## config.mk

```make
export PLATFORM = sky130hd
export DESIGN_NAME = gbi_ram
export DESIGN_NICKNAME = d
export VERILOG_FILES = /design/src/design/gbi_ram.sv
export SDC_FILE = /design/constraint.sdc
export NUM_CORES = 1
export LEC_CHECK = 0
export BUFFER_PORTS_ARGS = -buffer_cell sky130_fd_sc_hd__buf_2
export CELL_PAD_IN_SITES_DETAIL_PLACEMENT = 0
export CELL_PAD_IN_SITES_GLOBAL_PLACEMENT = 1
export CORE_UTILIZATION = 40
export DETAILED_ROUTE_END_ITERATION = 6
export PLACE_DENSITY_LB_ADDON = 0.1
export SLEW_MARGIN = 30
export SYNTH_ARGS = -nofsm -noshare
export SYNTH_HDL_FRONTEND = slang
export SYNTH_SLANG_ARGS = --single-unit
```

## constraint.sdc

```tcl
create_clock -name aclk -period 4.2 [get_ports aclk]
set_clock_uncertainty 0.1 [all_clocks]
set_input_delay 0.84 -clock aclk [delete_from_list [all_inputs] [get_ports aclk]]
set_output_delay 0.84 -clock aclk [all_outputs]
set_load 0.005 [all_outputs]
```

## src/design/gbi_ram.sv

```systemverilog
// ----------------------------------------------------------------------------
// gbi_ram: generic simple dual-port RAM
// One write port and one read port; read data is registered.
// ----------------------------------------------------------------------------
`default_nettype none

module gbi_ram #(
    parameter int WIDTH = 32,
    parameter int DEPTH = 32
) (
    input  wire logic                     aclk,
    input  wire logic                     we,
    input  wire logic [$clog2(DEPTH)-1:0] waddr,
    input  wire logic [WIDTH-1:0]         wdata,
    input  wire logic                     re,
    input  wire logic [$clog2(DEPTH)-1:0] raddr,
    output logic      [WIDTH-1:0]         rdata
);

    logic [WIDTH-1:0] mem [0:DEPTH-1];

    // Write and registered read.
    always_ff @(posedge aclk) begin
        if (we) begin
            mem[waddr] <= wdata;
        end
        if (re) begin
            rdata <= mem[raddr];
        end
    end

endmodule

`default_nettype wire

```

==> impl_metrics.yaml <==
clock_network:
  cts_sinks: 1056
  hold_buffers: 0
  cts-root-buf: "clkbuf_16"
  cts_buffers: 113
  ctsResizeCount: 0
  postCtsSetupRepairBufs: 0
  clkTransAtPathRegs_ns: 0.06
  clk_path_buf_depth: 3
  clk-insertion-delay-late_ns: 0.69
  h-tree-depth: 3
  tritoncts: "built"
timing:
  finalSetupTns_ns: 0
  timing.final.crit_share: 0.654
  rsz0062_at_grt: "no"
  hold_viol: 0
  max_slew_margin: 0.350
  finalSetupViolations: 0
  slew_violations: 0
  holdWs_ns: 0.568
  finalCriticalPeriod_ns: 2.75
  worst_slew_pin_slew_ns: 0.972
  maxClockFrequency_mhz: 364
logic_synthesis:
  synth_top_area_cell: "edfxtp_1"
  synthCells: 2260
  syn_nets: 2305
  syn_avg_cell_area_um2: 18.1
  synth_seq_cells: 1056
  ys_warn_count: 0
  yosys-top-cells-area: "edfxtp_1 (78%), mux2i_1 (13%), a22oi_1 (1.8%), a22o_1 (1.4%), nand3_1 (1.2%)"
  synth_top_cell_area_share: 0.777
  synthDistinctLibCells: 24
  syn-cell-area_mm2: 0.0408
  ys_seq_area_frac: 0.777
worst_setup_path:
  cp_max_fo: 33
  crit_path_start_kind: "primary input"
  crit_arrival_ns: 3.04
  rrSetupSlack_ns: 2.24
  crit_required_ns: 4.49
  criticalPathCategory: "in -> reg"
  end_kind: "flip-flop"
floorplan:
  start_util: 0.406
  core_area_mm2: 0.101
  die_y_um: 321
  die_w_um: 321
  num_rows: 116
  io_pins: 77
  dieArea_mm2: 0.103
pwr:
  p_comb_frac: 0.050
  intPower_mw: 18.0
  p_switching_mw: 4.82
  clkPwrFrac: 0.432
  leakagePower_nw: 16.4
  swShare: 0.211
  power_mw: 22.8
  irDropWorstVdd_mv: 0.344
  power_density_mw_per_mm2: 483
  seqPwrFrac: 0.518
placed_design:
  placedCellCount: 3679
  portBuffers: 76
  gp_congestion: 0.746
  dp_hpwl_um: 63700
  dpl_cell_area_mm2: 0.0435
final_layout:
  stdcell_area_mm2: 0.0472
  area_growth_pct: 15.8
  final_nets: 2484
  fillers: 8552
  instances_no_fill: 3896
  layout-drive-gt1-share: 0.157
routing:
  post_drt_wl_per_cell_um: 28.6
  via_per_inst: 5.44
  drt_wl_total_um: 111000
  drtPass1Iterations: 6
  antenna_left: 0
  vias: 21200
  drt_iter0_drc: 1699
  drc: 0
grt:
  grt_usage: 0.218
  antenna_found_initial: 8
  grt_max_degree: 67
  grt_pass1_wl_um: 159000
  grt_pass1_vias: 21600
  grt_remaining_overflow: 0
run_status:
  status: "finished, final reports clean"
hold_path:
  hp-class: "in -> reg"
flow_run:
  maxCapViolCount: 0
-- synth_stat cells --
cell type,instances
edfxtp_1,1056
mux2i_1,512
nor2b_1,1
nand3b_1,5
nand3_1,98
nand2_1,98
a22oi_1,96
buf_1,5
or2_2,1
or3_1,1
clkbuf_1,46
and2_1,1
a22o_1,64
nor2_1,34
a21oi_1,96
buf_2,26
nand2b_1,2
a31oi_1,32
buf_6,15
clkbuf_4,2
and2b_1,1
nor3_1,32
or3b_2,3
buf_4,33
-- worst max-delay path, stage by stage --
cell     delay (ns)
buf_2          0.14
and2b_4        0.69
buf_4          0.40
a22o_1         0.19
nor3_1         0.05
a31oi_1        0.50
nand3_1        0.17
-- layer usage --
metal	routed length, um	part of all wire	vias up	track usage
li1	-	-	9398	-
met1	50600	0.45	11200	0.303
met2	53700	0.48	511	0.355
met3	4810	0.043	147	0.0304
met4	2350	0.021	6	0.0626
met5	40	0.00036	-	0
-- logic make-up (layout without fill, tap and decap cells) --
family / Yosys count / count (layout) / synth area share
compound gates: 288 / 288 / 0.0481
flops: 1056 / 1056 / 0.777
mux: 512 / 512 / 0.126
simple gates: 277 / 277 / 0.0308
other cells: 0 / 5 / 0
buf+inv: 127 / 401 / 0.0185
-- power by group through the flow --
stage | logic (mW) | registers, mW | clock network, mW
global route | 1.23 | 11.8 | 10.4
finish | 1.14 | 11.8 | 9.84
CTS | 1.16 | 11.8 | 10.0
floorplan | 0.606 | 12.0 | 0
global placement | 1.14 | 12.0 | 0
detailed placement | 1.16 | 12.0 | 0
-- final cells by class --
| class | count | area [um^2] | area share |
|---|---|---|---|
| multi-input cells | 1077 | 8610 | 0.182 |
| diodes | 5 | 12.5 | 0.000265 |
| repair buffers | 191 | 1530 | 0.0323 |
| flip-flops and latches | 1056 | 31700 | 0.671 |
| clock buffers | 135 | 3000 | 0.0634 |
| well taps | 1357 | 1700 | 0.0359 |
| clock inverters | 75 | 684 | 0.0145 |
-- flip-flops by register name (all words and copies together) (netlist names) --
name   flops
mem     1024
rdata     32
-- final timing paths --
path               startpoint          to  cells after the start
setup / recovery     raddr[2]   rdata[14]                      7
hold / removal      wdata[31]  mem[0][31]                      1
setup reg to reg   mem[7][19]   rdata[19]                      5
hold reg to reg   mem[26][23]   rdata[23]                      4
-- cell usage in the layout (no fill, tap or decap), types with 2 or more instances in the layout --
master / Yosys / routed
or3b_2: 3 / 3
clkinv_1: 0 / 28
nand3_1: 98 / 98
buf_4: 33 / 93
a22o_1: 64 / 64
clkbuf_16: 0 / 117
a31oi_1: 32 / 32
inv_6: 0 / 2
clkinvlp_4: 0 / 3
clkbuf_1: 46 / 18
diode_2: 0 / 5
nand2_1: 98 / 97
clkinv_2: 0 / 28
nor3_1: 32 / 32
mux2i_1: 512 / 512
buf_12: 0 / 20
nand2b_2: 0 / 2
a21oi_1: 96 / 96
buf_2: 26 / 75
nor2_4: 0 / 33
bufinv_16: 0 / 13
nand3b_1: 5 / 5
a22oi_1: 96 / 96
edfxtp_1: 1056 / 1056
-- stage by stage --
stage	setup WS [ns]	utilization
final	1.45	0.470
after global routing	1.43	0.470
after CTS	1.54	0.469
after detailed placement	0.811	0.433
after global placement	0.836	0.433
after floorplan	0.826	-
Note: power is estimated with default switching activity, not from simulation.
