<file path="config.mk">
export PLATFORM = sky130hd
export DESIGN_NAME = gbi_cell
export DESIGN_NICKNAME = d
export VERILOG_FILES = /design/src/design/gbi_pkg.sv /design/src/design/gbi_cell.sv
export SDC_FILE = /design/constraint.sdc
export NUM_CORES = 1
export LEC_CHECK = 0
export BUFFER_PORTS_ARGS = -buffer_cell sky130_fd_sc_hd__buf_2
export CAP_MARGIN = 20
export CORE_UTILIZATION = 40
export DETAILED_ROUTE_END_ITERATION = 10
export PLACE_DENSITY = 0.56
export REMOVE_ABC_BUFFERS = 1
export SLEW_MARGIN = 20
export SYNTH_ARGS = -nofsm -noshare
export SYNTH_HDL_FRONTEND = slang
export SYNTH_SLANG_ARGS = --single-unit
</file>
<file path="constraint.sdc">
create_clock -name aclk -period 6 [get_ports aclk]
set_clock_uncertainty 0.05 [all_clocks]
set_input_delay 0.6 -clock aclk [delete_from_list [all_inputs] [get_ports aclk]]
set_output_delay 0.6 -clock aclk [all_outputs]
set_load 0.005 [all_outputs]
</file>
<file path="src/design/gbi_pkg.sv">
// ----------------------------------------------------------------------------
// gbi_pkg: shared definitions of the grid bilinear interpolator
// Opcodes, register indexes, pipeline depths and the records that pass
// between the top level and its cell locator and arithmetic pipeline.
// ----------------------------------------------------------------------------
`default_nettype none

package gbi_pkg;

    // Grid geometry: 64 rows by 64 columns, coordinate index of 6 bits.
    localparam int IDX_W     = 6;
    localparam int MAX_DIM   = 64;
    localparam int BANK_AW   = IDX_W - 1;
    localparam int SAMPLE_AW = 2 * BANK_AW;

    // Pipeline depths.
    localparam int CELL_LAT  = 8;
    localparam int DIV_STEPS = 33;
    localparam int ARITH_LAT = 11 + DIV_STEPS;

    // Item opcodes carried on s_tuser.
    localparam logic [1:0] OP_QUERY  = 2'd0;
    localparam logic [1:0] OP_SAMPLE = 2'd1;
    localparam logic [1:0] OP_ROW    = 2'd2;
    localparam logic [1:0] OP_COL    = 2'd3;

    // Configuration register indexes.
    localparam logic [2:0] CFG_GRID_ROWS   = 3'd0;
    localparam logic [2:0] CFG_GRID_COLS   = 3'd1;
    localparam logic [2:0] CFG_SPACING_1ST = 3'd2;
    localparam logic [2:0] CFG_SPACING_2ND = 3'd3;
    localparam logic [2:0] CFG_EDGE_MODE   = 3'd4;
    localparam logic [2:0] CFG_FILL_RESULT = 3'd5;

    // One input beat as it travels down the front of the pipeline.
    typedef struct packed {
        logic [1:0]       op;
        logic [IDX_W-1:0] row_index;
        logic [IDX_W-1:0] col_index;
        logic [31:0]      write_value;
        logic [31:0]      point_first;
        logic [31:0]      point_second;
    } item_t;

    // Cell index along one axis with its out-of-grid flags.
    typedef struct packed {
        logic [IDX_W-1:0] idx;
        logic             below;
        logic             above;
    } cell_t;

    // Corner coordinates, corner samples and the query point, all two's complement.
    typedef struct packed {
        logic [31:0] x0;
        logic [31:0] x1;
        logic [31:0] y0;
        logic [31:0] y1;
        logic [31:0] f00;
        logic [31:0] f01;
        logic [31:0] f10;
        logic [31:0] f11;
        logic [31:0] pt_first;
        logic [31:0] pt_second;
    } corner_t;

    // Interpolated value and its fault flag.
    typedef struct packed {
        logic [31:0] value;
        logic        fault;
    } result_t;

endpackage

`default_nettype wire

</file>
<file path="src/design/gbi_cell.sv">
// ----------------------------------------------------------------------------
// gbi_cell: cell locator along one grid axis
// Floor-divides the point's offset by the spacing one quotient bit per stage
// and flags offsets that fall before the first or past the last cell.
// ----------------------------------------------------------------------------
`default_nettype none

module gbi_cell (
    input  wire logic           aclk,
    input  wire logic           en,
    input  wire logic [32:0]    diff,     // signed offset from the first coordinate
    input  wire logic [30:0]    spacing,  // nonzero spacing
    input  wire logic [6:0]     size,     // grid size in use, 2 to 64
    output gbi_pkg::cell_t      cell_out
);

    localparam int QW = gbi_pkg::IDX_W;

    logic          below_reg [0:QW];
    logic          big_reg   [0:QW];
    logic [30:0]   rem_reg   [0:QW];
    logic [QW-1:0] quo_reg   [0:QW];
    logic [QW-1:0] bits_reg  [0:QW];
    gbi_pkg::cell_t cell_reg;

    logic [32:0] mag;
    logic        big_next;

    // A negative offset counts as zero; the below flag takes care of it.
    assign mag      = diff[32] ? 33'd0 : diff;
    // A quotient of 64 or more cannot be a valid cell.
    assign big_next = {4'd0, mag[32:QW]} >= spacing;

    always_ff @(posedge aclk) begin
        if (en) begin
            below_reg[0] <= diff[32];
            big_reg[0]   <= big_next;
            rem_reg[0]   <= big_next ? 31'd0 : {4'd0, mag[32:QW]};
            quo_reg[0]   <= '0;
            bits_reg[0]  <= mag[QW-1:0];
        end
    end

    // One restoring division step per stage, most significant bit first.
    for (genvar k = 0; k < QW; k++) begin : g_step
        logic [31:0] trial;
        logic [31:0] diff_t;
        logic        fits;

        assign trial  = {rem_reg[k], bits_reg[k][QW-1-k]};
        assign diff_t = trial - {1'b0, spacing};
        assign fits   = trial >= {1'b0, spacing};

        always_ff @(posedge aclk) begin
            if (en) begin
                rem_reg[k+1]   <= fits ? diff_t[30:0] : trial[30:0];
                quo_reg[k+1]   <= {quo_reg[k][QW-2:0], fits};
                bits_reg[k+1]  <= bits_reg[k];
                below_reg[k+1] <= below_reg[k];
                big_reg[k+1]   <= big_reg[k];
            end
        end
    end

    // The upper neighbor must stay inside the grid.
    always_ff @(posedge aclk) begin
        if (en) begin
            cell_reg.idx   <= quo_reg[QW];
            cell_reg.below <= below_reg[QW];
            cell_reg.above <= big_reg[QW] || ({1'b0, quo_reg[QW]} >= (size - 7'd1));
        end
    end

    assign cell_out = cell_reg;

endmodule

`default_nettype wire

</file>
==> out/metrics.cfg <==
[run_status]
run_status = finished with violations
failed_checks = DRC

[clocking]
depth_of_the_cts_h_tree = 1
later_pin_clock_latency_in_the_skew_report_ns = 0.59
tritoncts = yes
clk_root_buffer_cell = sky130_fd_sc_hd__clkbuf_16
post_cts_repair_resize_count = 0
cts.path.max_buffers = 3
ctsHoldBuffers = 0
cts_sinks = 245
clk_transition_reported_paths_ns = 0.06
cts_inserted_buffers = 31
postCtsSetupRepairBufs = 0

[timing]
tns_ns = 0
worst_slew_pin_slew_ns = 1.03
final_setup_fails = 0
timing.final.hold_violations = 0
timing.final.crit_period_ns = 3.98
rsz0062_at_grt = false
highest_clock_rate_mhz = 251
max-slew-margin-rel_pct = 31.6
drv_slew = 0
timing.final.crit_share_pct = 66.4
hold_slack_ns = 0.268

[critical_path]
crit-reg2reg-launch = bits_reg[4][1]
worst_ep_arrival_time_ns = 4.25
r2r_end = rem_reg[5][7]
timing_worst_setup_path_type = reg2reg
setup.worst_path.end_class = flip-flop
setup_slack_reg_to_reg_ns = 2.02
critical_path_peak_fanout = 32
crit_path_start = bits_reg[4][1]
worst_setup_start_kind = flip-flop
critical_path_required_ns = 6.27
reg2regPathDepth = 12

[min_path]
min_delay_path_depth = 2
min_path_type = in2reg
min_delay_endpoint = bits_reg[0][3]
hold_path_startpoint = diff[3]

[route]
via_per_inst = 5.56
drt_first_pass_iters = 10
route.detailed.drc = 14
detail_route.iter0.violations = 877
ant_nets = 0
totalWireLength_um = 46800
vias_post_dr = 14463
drt-wirelength-per-cell_um = 18.0

[synth]
post_synth_instance_area_um2 = 19000
synth-edff-count = 245
per_instance_average_area_after_synthesis_um2 = 10.0
yosys_most_used_dff = sky130_fd_sc_hd__edfxtp_1
ys_types = 73
async_reset_ff_share_pct = 0
synthesis.yosys.warnings = 0
post_synth_most_frequent_cells = sky130_fd_sc_hd__edfxtp_1, sky130_fd_sc_hd__ha_1, sky130_fd_sc_hd__a21oi_1
synth_seq_area_share_pct = 38.6
synth_area_leader_cell = sky130_fd_sc_hd__edfxtp_1
netlist_top_cells_area = sky130_fd_sc_hd__edfxtp_1, sky130_fd_sc_hd__ha_1, sky130_fd_sc_hd__a21oi_1, sky130_fd_sc_hd__a21o_1, sky130_fd_sc_hd__o21ai_0
synthesis.instances = 1902
post-synth-top-area-fraction_pct = 38.6
most_common_cell_in_the_netlist = sky130_fd_sc_hd__edfxtp_1
ff_latch_count_synth = 245

[die]
dieHeight_um = 220
io_pins = 81
rows = 79
initial_core_util_pct = 40.7
die_width_um = 220
fp.dieArea_um2 = 48500
floorplan_core_area_um2 = 46800

[pwr]
switchingPower_uw = 2600
power.density_nw_per_um2 = 357
irDropWorstVdd_uv = 176
cellLeakagePower_uw = 0.00886
power.switching_fraction_pct = 34.5
clkPwrFrac_pct = 25.5
power_frac_comb_pct = 40.8
p_int_uw = 4940
seq_power_share_pct = 33.7
power.total_uw = 7540

[global_route]
wire_length_of_the_first_global_routing_pass_um = 74400
groute.usage.overall_pct = 19.3
grt_max_degree = 176
overflow_left_after_global_routing = 0
number_of_global_route_vias_before_repair = 14464
grt_antenna_before_repair = 0

[placement]
numPlacedInstances = 2541
finalWeightedCongestion = 0.893
port-buffer-count = 80
detailedPlacementHpwl_um = 36500

[layout]
layout-drive-gt1-share_pct = 11.4
area_growth_pct = 11.0
nNetsFinal = 2260
finish.cell_count_without_fillers = 2600
largest_register_ff_count = 181

[job]
max_cap_viol_count = 0

==> cell usage in the layout (no fill, tap or decap), drive strengths merged, types with 6 or more instances in the layout <==
| cell type | count |
|---|---|
| xnor2 | 74 |
| buf | 92 |
| nand2 | 143 |
| and2 | 10 |
| o21a | 21 |
| nand4 | 36 |
| xor2 | 55 |
| nor2b | 90 |
| and3 | 17 |
| o211ai | 9 |
| o21bai | 13 |
| nand2b | 25 |
| a41oi | 6 |
| inv | 68 |
| a21o | 96 |
| nor3 | 25 |
| nand3 | 32 |
| edfxtp | 245 |
| clkbuf | 35 |
| a21oi | 174 |
| a211oi | 20 |
| o31ai | 16 |
| a311oi | 8 |
| a31oi | 21 |
| ha | 215 |
| a31o | 8 |
| mux2 | 63 |
| a2111oi | 7 |
| clkinv | 10 |
| nor4 | 8 |
| o21ai | 140 |
| o31a | 6 |
| nor2 | 115 |
==> worst max-delay path by stage <==
stage	end	slack (ns)	cells after the start
CTS	rem_reg[5][11]	1.95	12
floorplan	rem_reg[3][22]	0.91	11
global placement	rem_reg[5][3]	1.58	12
global route	rem_reg[5][12]	1.76	12
detailed placement	rem_reg[5][7]	1.51	12
finish	rem_reg[5][7]	2.02	12
==> kinds of logic (layout without fill, tap and decap cells) <==
family	count (synthesis)	count (layout)	synth area share, %
flops	245	245	38.6
fa+ha+maj	220	220	14.6
compound gates	582	582	19.5
xor+xnor	129	129	5.93
buf+inv	125	215	2.69
simple gates	533	533	14.1
mux	68	68	4.52
other cells	0	1	0
==> per-stage QoR <==
step | utilization (%) | instance area (um^2) | worst slack (ns)
final | 45.2 | 21100 | 2.02
after global routing | 45.2 | 21100 | 1.76
after CTS | 45.2 | 21100 | 1.95
after detailed placement | 42.9 | 20100 | 1.51
after global placement | 42.9 | 20100 | 1.58
after floorplan | - | 18800 | 0.912
==> layer usage <==
metal	GRT usage, %	routed length, um
met1	25.0	21800
met3	2.17	1800
met5	0	0
met2	33.7	22000
met4	5.93	1230
==> layout make-up <==
| type | instances | area, um^2 |
|---|---|---|
| diodes | 1 | 2.50 |
| clock inverters | 23 | 264 |
| flip-flops and latches | 245 | 7360 |
| repair buffers | 92 | 513 |
| multi-input cells | 1532 | 11200 |
| clock buffers | 35 | 791 |
| well taps | 607 | 759 |
| fillers | 4430 | 25600 |
| inverters | 65 | 244 |
==> power by group through the flow <==
stage	combinational, uW	sequential, uW	clock [uW]
final	3080	2540	1930
after global routing	3430	2580	2040
after CTS	3080	2540	1980
after detailed placement	3060	2580	0
after global placement	3020	2580	0
after floorplan	2400	2500	0
==> critical path: stages (launching register included) <==
cell                       delay, ns
sky130_fd_sc_hd__edfxtp_1       0.36
sky130_fd_sc_hd__inv_1          0.10
sky130_fd_sc_hd__ha_1           0.19
sky130_fd_sc_hd__fa_1           0.23
sky130_fd_sc_hd__nor2b_1        0.08
sky130_fd_sc_hd__o31ai_1        0.27
sky130_fd_sc_hd__a21oi_1        0.19
sky130_fd_sc_hd__a31oi_2        0.32
sky130_fd_sc_hd__o21ai_2        0.18
sky130_fd_sc_hd__o21ai_1        0.16
sky130_fd_sc_hd__a21oi_1        0.07
sky130_fd_sc_hd__or4_2          1.03
sky130_fd_sc_hd__mux2_4         0.47
Power figures use the tool's default switching activity.
